===== src/rtl/cbb_pkg.sv =====
// ----------------------------------------------------------------------------
// cbb_pkg: shared types and constants of the cascaded biquad band-pass block
// Field layout of the coefficient registers, datapath widths and the
// command/status structs between controller and datapath.
// ----------------------------------------------------------------------------
package cbb_pkg;

  // datapath and register widths
  localparam int DATA_BITS    = 32;
  localparam int COEF_BITS    = 20;
  localparam int NUM_REGS     = 4;
  localparam int REG_BITS     = 3 * COEF_BITS;
  localparam int CFG_IDX_BITS = 3;

  // field positions inside one coefficient register
  localparam int A1_LSB   = 0;
  localparam int A2_LSB   = COEF_BITS;
  localparam int GAIN_LSB = 2 * COEF_BITS;

  // defaults of the top-level parameters
  localparam int DEF_SECTIONS    = 4;
  localparam int DEF_FRAC_BITS   = 14;
  localparam int DEF_SAMPLE_BITS = 12;

  // register indexes
  localparam logic [CFG_IDX_BITS-1:0] REG_SECTION_ONE   = 3'd0;
  localparam logic [CFG_IDX_BITS-1:0] REG_SECTION_TWO   = 3'd1;
  localparam logic [CFG_IDX_BITS-1:0] REG_SECTION_THREE = 3'd2;
  localparam logic [CFG_IDX_BITS-1:0] REG_SECTION_FOUR  = 3'd3;

  // controller -> datapath commands, one step of a section per flag
  typedef struct packed {
    logic load;     // take a new input word, restart at section 0
    logic mul1;     // prod <= a1*m0, acc <= x<<S
    logic mul2;     // acc <= acc-prod, prod <= a2*m1
    logic sumw;     // w <= (acc-prod)>>>S
    logic numr;     // num <= ((w-m1)<<S)>>>S, shift delay words
    logic mulg;     // prod <= gain*num
    logic sec_inc;  // move on to the next section
    logic out_load; // output register <= prod>>>S
  } cmd_t;

  // datapath -> controller status
  typedef struct packed {
    logic sec_last; // working on the last active section
  } stat_t;

endpackage


===== src/rtl/cbb_ctrl.sv =====
// ----------------------------------------------------------------------------
// cbb_ctrl: sequencer of the cascaded biquad block
// Steps each section through five phases around the shared multiplier and
// owns the input and output handshakes.
// ----------------------------------------------------------------------------
module cbb_ctrl (
  input  logic          clk,
  input  logic          rst,
  input  logic          in_valid,
  output logic          in_ready,
  output logic          out_valid,
  input  logic          out_ready,
  input  cbb_pkg::stat_t stat,
  output cbb_pkg::cmd_t  cmd
);

  typedef enum logic [6:0] {
    ST_IDLE   = 7'b0000001,
    ST_MUL1   = 7'b0000010,
    ST_MUL2   = 7'b0000100,
    ST_SUMW   = 7'b0001000,
    ST_NUMR   = 7'b0010000,
    ST_MULG   = 7'b0100000,
    ST_FINISH = 7'b1000000
  } state_t;

  state_t state, state_next;
  logic   out_free;

  assign in_ready = (state == ST_IDLE);
  assign out_free = !out_valid || out_ready;

  // next state and commands
  always_comb begin
    state_next = state;
    cmd        = '0;
    unique case (state)
      ST_IDLE: begin
        if (in_valid) begin
          cmd.load   = 1'b1;
          state_next = ST_MUL1;
        end
      end
      ST_MUL1: begin
        cmd.mul1   = 1'b1;
        state_next = ST_MUL2;
      end
      ST_MUL2: begin
        cmd.mul2   = 1'b1;
        state_next = ST_SUMW;
      end
      ST_SUMW: begin
        cmd.sumw   = 1'b1;
        state_next = ST_NUMR;
      end
      ST_NUMR: begin
        cmd.numr   = 1'b1;
        state_next = ST_MULG;
      end
      ST_MULG: begin
        cmd.mulg = 1'b1;
        if (stat.sec_last) begin
          state_next = ST_FINISH;
        end else begin
          cmd.sec_inc = 1'b1;
          state_next  = ST_MUL1;
        end
      end
      ST_FINISH: begin
        // wait here while the previous result is still unread
        if (out_free) begin
          cmd.out_load = 1'b1;
          state_next   = ST_IDLE;
        end
      end
      default: state_next = ST_IDLE;
    endcase
  end

  // state register
  always_ff @(posedge clk) begin
    if (rst) begin
      state <= ST_IDLE;
    end else begin
      state <= state_next;
    end
  end

  // output valid flag
  always_ff @(posedge clk) begin
    if (rst) begin
      out_valid <= 1'b0;
    end else if (cmd.out_load) begin
      out_valid <= 1'b1;
    end else if (out_ready) begin
      out_valid <= 1'b0;
    end
  end

  // a stalled result holds the sequencer in FINISH
  a_finish_hold: assert property (@(posedge clk) disable iff (rst)
    (state == ST_FINISH && out_valid && !out_ready) |=> state == ST_FINISH)
    else $error("sequencer left FINISH while output was blocked");

  // the last section ends the item
  a_last_section: assert property (@(posedge clk) disable iff (rst)
    (state == ST_MULG && stat.sec_last) |=> state == ST_FINISH)
    else $error("last section did not lead to FINISH");

  // an accepted word starts work and blocks further input
  a_accept_start: assert property (@(posedge clk) disable iff (rst)
    (in_valid && in_ready) |=> (state == ST_MUL1 && !in_ready))
    else $error("accepted word did not start the sequence");

  // a finished item always shows up at the output
  a_result_shown: assert property (@(posedge clk) disable iff (rst)
    (state == ST_FINISH && out_free) |=> (out_valid && state == ST_IDLE))
    else $error("finished item was not presented");

endmodule


===== src/rtl/cbb_datapath.sv =====
// ----------------------------------------------------------------------------
// cbb_datapath: arithmetic of the cascaded biquad block
// Coefficient registers, per-section delay words, one shared 32x32 wrapping
// multiplier, accumulator and the output register.
// ----------------------------------------------------------------------------
module cbb_datapath #(
  parameter int SECTIONS    = cbb_pkg::DEF_SECTIONS,
  parameter int FRAC_BITS   = cbb_pkg::DEF_FRAC_BITS,
  parameter int SAMPLE_BITS = cbb_pkg::DEF_SAMPLE_BITS
) (
  input  logic                                 clk,
  input  logic                                 rst,
  input  logic                                 cfg_we,
  input  logic [cbb_pkg::CFG_IDX_BITS-1:0]     cfg_index,
  input  logic [cbb_pkg::REG_BITS-1:0]         cfg_data,
  input  logic [SAMPLE_BITS-1:0]               sample_in,
  input  cbb_pkg::cmd_t                        cmd,
  output cbb_pkg::stat_t                       stat,
  output logic signed [cbb_pkg::DATA_BITS-1:0] filtered_out
);

  localparam int DW    = cbb_pkg::DATA_BITS;
  localparam int CW    = cbb_pkg::COEF_BITS;
  localparam int SEC_W = (SECTIONS > 1) ? $clog2(SECTIONS) : 1;
  localparam logic [SEC_W-1:0] SEC_LAST = SEC_W'(SECTIONS - 1);

  logic [cbb_pkg::REG_BITS-1:0] coeff_regs [cbb_pkg::NUM_REGS];
  logic [2*DW-1:0]              delay_words [SECTIONS]; // {m1, m0}

  logic [SEC_W-1:0] sec;
  logic [DW-1:0]    x_in, acc, prod, w, num;

  logic [cbb_pkg::REG_BITS-1:0] coef;
  logic [DW-1:0] a1, a2, gain, m0, m1;
  logic [DW-1:0] x_cur, prod_asr, diff, diff_sh, op_a, op_b, prod_full;

  // configuration writes; indexes past the list fall through
  always_ff @(posedge clk) begin
    if (rst) begin
      for (int i = 0; i < cbb_pkg::NUM_REGS; i++) coeff_regs[i] <= '0;
    end else if (cfg_we && cfg_index < cbb_pkg::CFG_IDX_BITS'(cbb_pkg::NUM_REGS)) begin
      coeff_regs[cfg_index[1:0]] <= cfg_data;
    end
  end

  // coefficients and delay words of the current section
  assign coef = coeff_regs[sec];
  assign a1   = {{(DW-CW){coef[cbb_pkg::A1_LSB+CW-1]}},   coef[cbb_pkg::A1_LSB +: CW]};
  assign a2   = {{(DW-CW){coef[cbb_pkg::A2_LSB+CW-1]}},   coef[cbb_pkg::A2_LSB +: CW]};
  assign gain = {{(DW-CW){coef[cbb_pkg::GAIN_LSB+CW-1]}}, coef[cbb_pkg::GAIN_LSB +: CW]};
  assign m0   = delay_words[sec][DW-1:0];
  assign m1   = delay_words[sec][2*DW-1:DW];

  // section input: the sample for the first section, else previous output
  assign prod_asr = DW'($signed(prod) >>> FRAC_BITS);
  assign x_cur    = (sec == '0) ? x_in : prod_asr;

  // numerator {M,0,-M}: (M*w - M*m1) wraps to (w-m1)<<S
  assign diff    = w - m1;
  assign diff_sh = diff << FRAC_BITS;

  // shared multiplier operand select, low 32 bits of the product
  always_comb begin
    op_a = a1;
    op_b = m0;
    if (cmd.mul2) begin
      op_a = a2;
      op_b = m1;
    end else if (cmd.mulg) begin
      op_a = gain;
      op_b = num;
    end
  end
  assign prod_full = DW'(op_a * op_b);

  // section counter
  always_ff @(posedge clk) begin
    if (rst) begin
      sec <= '0;
    end else if (cmd.load) begin
      sec <= '0;
    end else if (cmd.sec_inc) begin
      sec <= sec + SEC_W'(1);
    end
  end
  assign stat.sec_last = (sec == SEC_LAST);

  // arithmetic registers
  always_ff @(posedge clk) begin
    if (cmd.load) begin
      x_in <= {{(DW-SAMPLE_BITS){1'b0}}, sample_in};
    end
    if (cmd.mul1) begin
      acc  <= x_cur << FRAC_BITS;
      prod <= prod_full;
    end
    if (cmd.mul2) begin
      acc  <= acc - prod;
      prod <= prod_full;
    end
    if (cmd.sumw) begin
      w <= DW'($signed(acc - prod) >>> FRAC_BITS);
    end
    if (cmd.numr) begin
      num <= DW'($signed(diff_sh) >>> FRAC_BITS);
    end
    if (cmd.mulg) begin
      prod <= prod_full;
    end
    if (cmd.out_load) begin
      filtered_out <= $signed(prod_asr);
    end
  end

  // delay words: m1 <= m0, m0 <= w
  always_ff @(posedge clk) begin
    if (rst) begin
      for (int i = 0; i < SECTIONS; i++) delay_words[i] <= '0;
    end else if (cmd.numr) begin
      delay_words[sec] <= {m0, w};
    end
  end

endmodule


===== src/rtl/cascaded_biquad_bandpass_top.sv =====
// ----------------------------------------------------------------------------
// cascaded_biquad_bandpass_top: fixed-point cascaded biquad band-pass filter
//
// Input channel: in_valid/in_ready carry one ADC word on sample_in. Output
// channel: out_valid/out_ready carry one filtered word on filtered_out, one
// output word per input word, in order.
// Configuration: cfg_we writes cfg_data into the coefficient register picked
// by cfg_index (0..3 = sections one to four; a1, a2, gain as signed 20-bit
// fields). Other indexes are dropped. Write only while the block is idle.
// Operation: each section runs five steps on the shared 32x32 multiplier
// (three products and two add/shift steps), then a FINISH step loads the
// output register and sets out_valid. A new word is taken only once the
// sequencer has returned to IDLE from FINISH, so the block does not accept
// a word before it is through with the last one.
// The output register lets the next word enter while a result waits; if the
// receiver stalls longer than one item's work, the sequencer holds the
// finished result internally until the register frees up.
// Reset: synchronous; clears coefficient registers, delay words and all
// handshake state.
// ----------------------------------------------------------------------------
module cascaded_biquad_bandpass_top #(
  parameter int SECTIONS    = cbb_pkg::DEF_SECTIONS,
  parameter int FRAC_BITS   = cbb_pkg::DEF_FRAC_BITS,
  parameter int SAMPLE_BITS = cbb_pkg::DEF_SAMPLE_BITS
) (
  input  logic                                 clk,
  input  logic                                 rst,
  input  logic                                 cfg_we,
  input  logic [cbb_pkg::CFG_IDX_BITS-1:0]     cfg_index,
  input  logic [cbb_pkg::REG_BITS-1:0]         cfg_data,
  input  logic                                 in_valid,
  output logic                                 in_ready,
  input  logic [SAMPLE_BITS-1:0]               sample_in,
  output logic                                 out_valid,
  input  logic                                 out_ready,
  output logic signed [cbb_pkg::DATA_BITS-1:0] filtered_out
);

  cbb_pkg::cmd_t  cmd;
  cbb_pkg::stat_t stat;

  // sequencer
  cbb_ctrl u_ctrl (
    .clk       (clk),
    .rst       (rst),
    .in_valid  (in_valid),
    .in_ready  (in_ready),
    .out_valid (out_valid),
    .out_ready (out_ready),
    .stat      (stat),
    .cmd       (cmd)
  );

  // arithmetic and storage
  cbb_datapath #(
    .SECTIONS    (SECTIONS),
    .FRAC_BITS   (FRAC_BITS),
    .SAMPLE_BITS (SAMPLE_BITS)
  ) u_datapath (
    .clk          (clk),
    .rst          (rst),
    .cfg_we       (cfg_we),
    .cfg_index    (cfg_index),
    .cfg_data     (cfg_data),
    .sample_in    (sample_in),
    .cmd          (cmd),
    .stat         (stat),
    .filtered_out (filtered_out)
  );

endmodule


===== config.mk =====
export PLATFORM = sky130hd
export DESIGN_NAME = cascaded_biquad_bandpass_top
export DESIGN_NICKNAME = d
export VERILOG_FILES = /design/src/rtl/cbb_pkg.sv /design/src/rtl/cbb_ctrl.sv /design/src/rtl/cbb_datapath.sv /design/src/rtl/cascaded_biquad_bandpass_top.sv
export SDC_FILE = /design/constraint.sdc
export NUM_CORES = 2
export LEC_CHECK = 0
export ABC_AREA = 1
export CORE_MARGIN = 4
export CORE_UTILIZATION = 55
export DETAILED_ROUTE_END_ITERATION = 8
export DONT_BUFFER_PORTS = 1
export GPL_ROUTABILITY_DRIVEN = 0
export PLACE_DENSITY_LB_ADDON = 0.3
export SLEW_MARGIN = 40
export SYNTH_ARGS = -nofsm -noshare
export SYNTH_HDL_FRONTEND = slang
export SYNTH_SLANG_ARGS = --single-unit

===== constraint.sdc =====
create_clock -name clk -period 9.68 [get_ports clk]
set_input_delay 0 -clock clk [delete_from_list [all_inputs] [get_ports clk]]
set_output_delay 0 -clock clk [all_outputs]
set_load 0.05 [all_outputs]

=== Word level (Yosys, flattened, before mapping) ===
Memories as Yosys holds them, arrays and structs flattened. A register that Yosys moved wholly into a read port is not among the register bits.
Cells that the tools add are included.

* $add $sub $neg: 3
* $mul: 1
* Order comparisons: 1
* Equal/unequal tests: 10
* Mux-type cells: 44
* Reductions and logical operators: 11

{| class="wikitable"
|+ Operators by type and width
! cell !! number
|-
| 32-bit two-way mux || 9
|-
| 64-bit two-way mux || 1
|-
| 64-bit OR reduction || 1
|-
| 60-bit two-way mux || 1
|-
| 60-bit OR reduction || 1
|-
| 7-bit case mux with 7 select lines || 1
|-
| 32-bit by 32-bit multiplier with 32-bit output || 1
|-
| 32-bit subtractor || 1
|-
| 1-bit two-way mux || 21
|-
| 7-bit two-way mux || 3
|-
| 18-bit two-way mux || 1
|-
| 18-bit subtractor || 1
|-
| 2-bit two-way mux || 7
|-
| 7-bit by 1-bit == test with 1-bit output (second input constant) || 1
|-
| 7-bit by 2-bit == test with 1-bit output (second input constant) || 1
|-
| 7-bit by 3-bit == test with 1-bit output (second input constant) || 1
|-
| 7-bit by 4-bit == test with 1-bit output (second input constant) || 1
|-
| 7-bit by 5-bit == test with 1-bit output (second input constant) || 1
|-
| 7-bit by 6-bit == test with 1-bit output (second input constant) || 1
|-
| 7-bit == test (second input constant) || 1
|-
| 2-bit nonzero test || 2
|-
| 3-bit less-than comparator (second input constant) || 1
|-
| 3-bit nonzero test || 1
|-
| 2-bit by 1-bit adder with 2-bit output (second input constant) || 1
|-
| 9 further kinds || 9
|}

* Bits in registers: 140
* RAM bits: 496
* Input port bits: 80
* Output and inout port bits: 34
* Logic and storage cells: 81
* Memories kept: 2

{| class="wikitable"
|+ Memory list
! memory !! depth !! width !! read ports !! clocked after Yosys merged registers in !! wr ports !! RTL line !! source
|-
| u_datapath.delay_words || 4 || 64 || 1 || 1 || 4 || cbb_datapath.sv:28 || <nowiki>logic [2*DW-1:0] delay_words [SECTIONS];</nowiki>
|-
| u_datapath.coeff_regs || 4 || 60 || 1 || 1 || 4 || cbb_datapath.sv:27 || <nowiki>logic [cbb_pkg::REG_BITS-1:0] coeff_regs [cbb_pkg::NUM_REGS];</nowiki>
|}

=== Logic depth before layout (Yosys ltp) ===
* Word-level depth: 9
* Depth in mapped cells: 43
* Depth with buffers taken out: 40

=== Hierarchy ===
A second synthesis with hierarchy kept.

* Cell total of the unflattened synthesis: 4,092
* Area total of the unflattened synthesis: 38,498.2 um^2

{| class="wikitable"
|+ By module, submodules not included
! module !! instances !! cells an instance !! area an instance (um^2) !! sequential area each (um^2)
|-
| cbb_datapath || 1 || 4,014 || 37,970.2 || 15,514.9
|-
| cbb_ctrl || 1 || 78 || 528.0 || 160.2
|}

=== Worst setup path after synthesis ===
No wires, ideal clock.

* Path type: flip-flop to flip-flop
* From: reg (tool-made name)
* To: reg u_datapath.prod[30], data pin
* Library setup time: 258 ps
* Arrival: 7,251 ps
* Required time: 9,422 ps
* Setup slack: 2,171 ps
* Cell stages (with the launch flop): 29
* Path buffers: 5
* Period minus slack after synthesis: 7,509 ps
* Cells stage by stage: dfxtp_1 buf_6 buf_6 buf_6 buf_6 buf_2 nand2_1 a32o_1 nand2_1 nand3_2 nor2_1 inv_1 fa_1 fa_1 fa_1 inv_1 fa_1 fa_1 fa_1 fa_1 fa_1 ha_1 a21oi_1 nor2_1 a211oi_1 o2111ai_1 nand3_1 nand2_1 xor2_1

{| class="wikitable"
|+ RTL lines
! item !! RTL line !! source
|-
| end signal, assigned || cbb_datapath.sv:95 || <nowiki>prod <= prod_full;</nowiki>
|-
| end signal, assigned || cbb_datapath.sv:99 || <nowiki>prod <= prod_full;</nowiki>
|-
| end signal, assigned || cbb_datapath.sv:108 || <nowiki>prod <= prod_full;</nowiki>
|-
| end, declared || cbb_datapath.sv:31 || <nowiki>logic [DW-1:0] x_in, acc, prod, w, num;</nowiki>
|}

==> flow_metrics.tcl <==
set metrics [dict create \
    async_flop_share 0 \
    final_cells 5086 \
    synth_nets 4695 \
    status "completed" \
    fin_skew_ps 57.6 \
    synth_top_cell_area_share 0.402 \
    end_kind "register" \
    rsz0062_at_grt "false" \
    fmax_mhz 111 \
    yosysUniqueCellTypes 55 \
    die_area_mm2 0.0741 \
    drtAntennaViolNets 0 \
    synth_edf_count 514 \
    drc 0 \
    htree_levels 2 \
    clk_pin_slew_ps 70 \
    die_w_um 272 \
    maxCapViolations 0 \
    core_mm2 0.0689 \
    wl_per_cell_um 20.3 \
    crit_type "reg -> reg" \
    r2r_slack_ps 670 \
    fin_crit_ps 9010 \
    rows 96 \
    worst-path-buf-inv 4 \
    cp.depth 25 \
    cts_tree "built" \
    cp_common_cell "fa_1" \
    synth.avg_cell_area_um2 9.42 \
    gr-total-overflow 0 \
    synth.largest_area_cell "edfxtp_1" \
    cts_resized 0 \
    crit_end "u_datapath.prod[30]" \
    arrival_ps 9350 \
    area_delta_synth_final_pct 9.23 \
    fillers 5748 \
    max-slew-margin-rel 0.396 \
    post-place-ws_ps 788 \
    peakVddDrop_mv 0.745 \
    grt_max_degree 128 \
    synth.top_cells.by_area "edfxtp_1 (40%), fa_1 (19%), nor2_1 (7.4%)" \
    clock_sinks 526 \
    finalHoldViolCount 0 \
    critical_path.startpoint_type "register" \
    num-nets-final 4727 \
    yosysSeqAreaShare 0.408 \
    r2r-end "u_datapath.prod[30]" \
    clock_latency_ps 650 \
    finalCritPeriodShare 0.931 \
    vias 28479 \
    crit_family "adder cells" \
    routed_wl_mm 103 \
    syn_inst 4079 \
    dpl.hpwl_mm 71.8 \
    cts-root-buf "clkbuf_16" \
    finalSetupViolCount 0 \
    synth_warnings 0 \
    vias_per_cell 5.60 \
    grt_pass1_vias 28910 \
    io_buffers 0 \
    drtPass1Iterations 9 \
    p_per_area_mw_per_mm2 329 \
    finalWorstSetupSlack_ps 669 \
    finalSetupTns_ps 0 \
    worst-path-max-fanout 80 \
    cts_max_path_buffers 3 \
    grt_pass1_wl_mm 161 \
    ys_seq_elements 526 \
    leakage_nw 18.8 \
    grt.total_usage 0.279 \
    start_util 0.557 \
    cts_made_buffers 52 \
    synth_area_mm2 0.0384 \
    r2r_cells 25 \
    tightest_slew_ps 903 \
    critPathRequiredTime_ps 10020 \
    post_route_cells_drive_above_1_share 0.0547 \
    ios 114 \
    critPathMaxStageDelay_ps 750 \
    antenna_found_initial 6 \
    drt-initial-drc-count 3176 \
    synthTopCellsByCount "nor2_1 (755), nand2_1 (713), inv_1 (670)" \
    hold_class "in -> reg" \
    die_h_um 272 \
    slowest_stage "fa_1" \
    report.final.slew_viol_count 0 \
    ys.flop_type "edfxtp_1" \
    cts_setup_buffers 0 \
    placed_cells 4906 \
    synth_most_common_cell "nor2_1" \
]
layer usage:
layer / wire length (um) / vias up / global-route usage
li1: - / 12958 / -
met2: 48100 / 1402 / 0.454
met4: 4600 / 0 / 0.113
met3: 9860 / 271 / 0.0504
met1: 40500 / 13848 / 0.373
met5: 0 / - / 0
flip-flops by register name, summed over array words and instances, names as in the netlist, 12 cells and up, named ones only:
| register | cells |
|---|---|
| u_datapath.coeff_regs | 240 |
| u_datapath.x_in | 12 |
| u_datapath.w | 18 |
| u_datapath.num | 18 |
| u_datapath.acc | 32 |
| u_datapath.prod | 32 |
| u_datapath.filtered_out | 18 |
| u_datapath.delay_words | 144 |
logic make-up after synthesis:
kind of cell | Yosys count | synth area share
buf+inv | 865 | 0.0918
simple gates | 1699 | 0.179
fa+ha+maj | 536 | 0.247
xor+xnor | 73 | 0.0166
compound gates | 380 | 0.0583
flops | 526 | 0.408
repair_timing:
action	CTS	global route
hold endpoints to repair	282	31
hold buffers	77	2
endpoints found under the setup margin	0	0
placed cells by master, fill, tap and decap left out, types with 19 or more instances in the layout:
| cell | Yosys | layout |
|---|---|---|
| nand2_1 | 713 | 706 |
| a21oi_1 | 149 | 149 |
| clkinv_1 | 9 | 19 |
| ha_1 | 168 | 167 |
| xnor2_1 | 22 | 22 |
| nand3_1 | 115 | 115 |
| inv_1 | 670 | 669 |
| clkbuf_16 | 0 | 53 |
| buf_4 | 31 | 59 |
| nor2_1 | 755 | 753 |
| nor3_1 | 42 | 42 |
| xor2_1 | 51 | 51 |
| o21ai_0 | 109 | 108 |
| dlygate4sd3_1 | 0 | 79 |
| edfxtp_1 | 514 | 514 |
| a32o_1 | 24 | 24 |
| fa_1 | 368 | 368 |
cell type report:
| class | count | area [um^2] | share of cell area |
|---|---|---|---|
| Multi-Input combinational cell | 2688 | 19300 | 0.460 |
| Sequential cell | 526 | 15700 | 0.374 |
| Timing Repair Buffer | 147 | 1400 | 0.0333 |
| Clock inverter | 31 | 407 | 0.00969 |
| Antenna cell | 6 | 15.0 | 0.000358 |
| Tap cell | 931 | 1160 | 0.0278 |
| Clock buffer | 61 | 1370 | 0.0326 |
| Inverter | 696 | 2620 | 0.0625 |
stage by stage:
stage               utilization  hold slack [ps]  instance area [um^2]  power, mW
global route              0.608             16.8                 42000       15.1
floorplan                     -             69.1                 38400       9.43
detailed placement        0.570             73.0                 39300       11.6
CTS                       0.607             6.41                 41900       13.8
global placement          0.570             73.9                 39300       11.5
finish                    0.608             22.4                 42000       13.8
worst reg2reg max path: stages, from the launching register on:
cell,delay [ps]
dfxtp_4,480
inv_6,510
buf_12,360
nand2_1,110
a32o_1,310
nand2_1,100
nand3_2,410
nor2_1,450
inv_1,110
fa_1,600
fa_1,470
fa_1,750
inv_1,190
fa_1,580
fa_1,460
fa_1,560
fa_1,420
fa_1,480
ha_1,350
a21oi_1,240
nor2_1,70
a211oi_1,210
o2111ai_1,200
nand3_1,110
nand2_1,60
xor2_1,140
where the power goes:
group | internal (mW) | total, mW | switching, mW | leakage (nW)
combinational | 3.29 | 8.47 | 5.18 | 12.9
clock | 1.22 | 2.12 | 0.893 | 0.848
sequential | 3.09 | 3.23 | 0.135 | 5.08
total | 7.61 | 13.8 | 6.21 | 18.8
how the worst min path moves through the flow:
stage | end | cells after the start | start
finish | u_datapath.x_in[2] | 1 | sample_in[2]
global route | u_datapath.x_in[10] | 1 | sample_in[10]
CTS | u_datapath.x_in[1] | 1 | sample_in[1]
detailed placement | u_ctrl.state[6] | 1 | rst
global placement | u_ctrl.state[6] | 1 | rst
floorplan | u_ctrl.state[6] | 1 | rst
No activity file was read; power rests on OpenSTA's default activity.
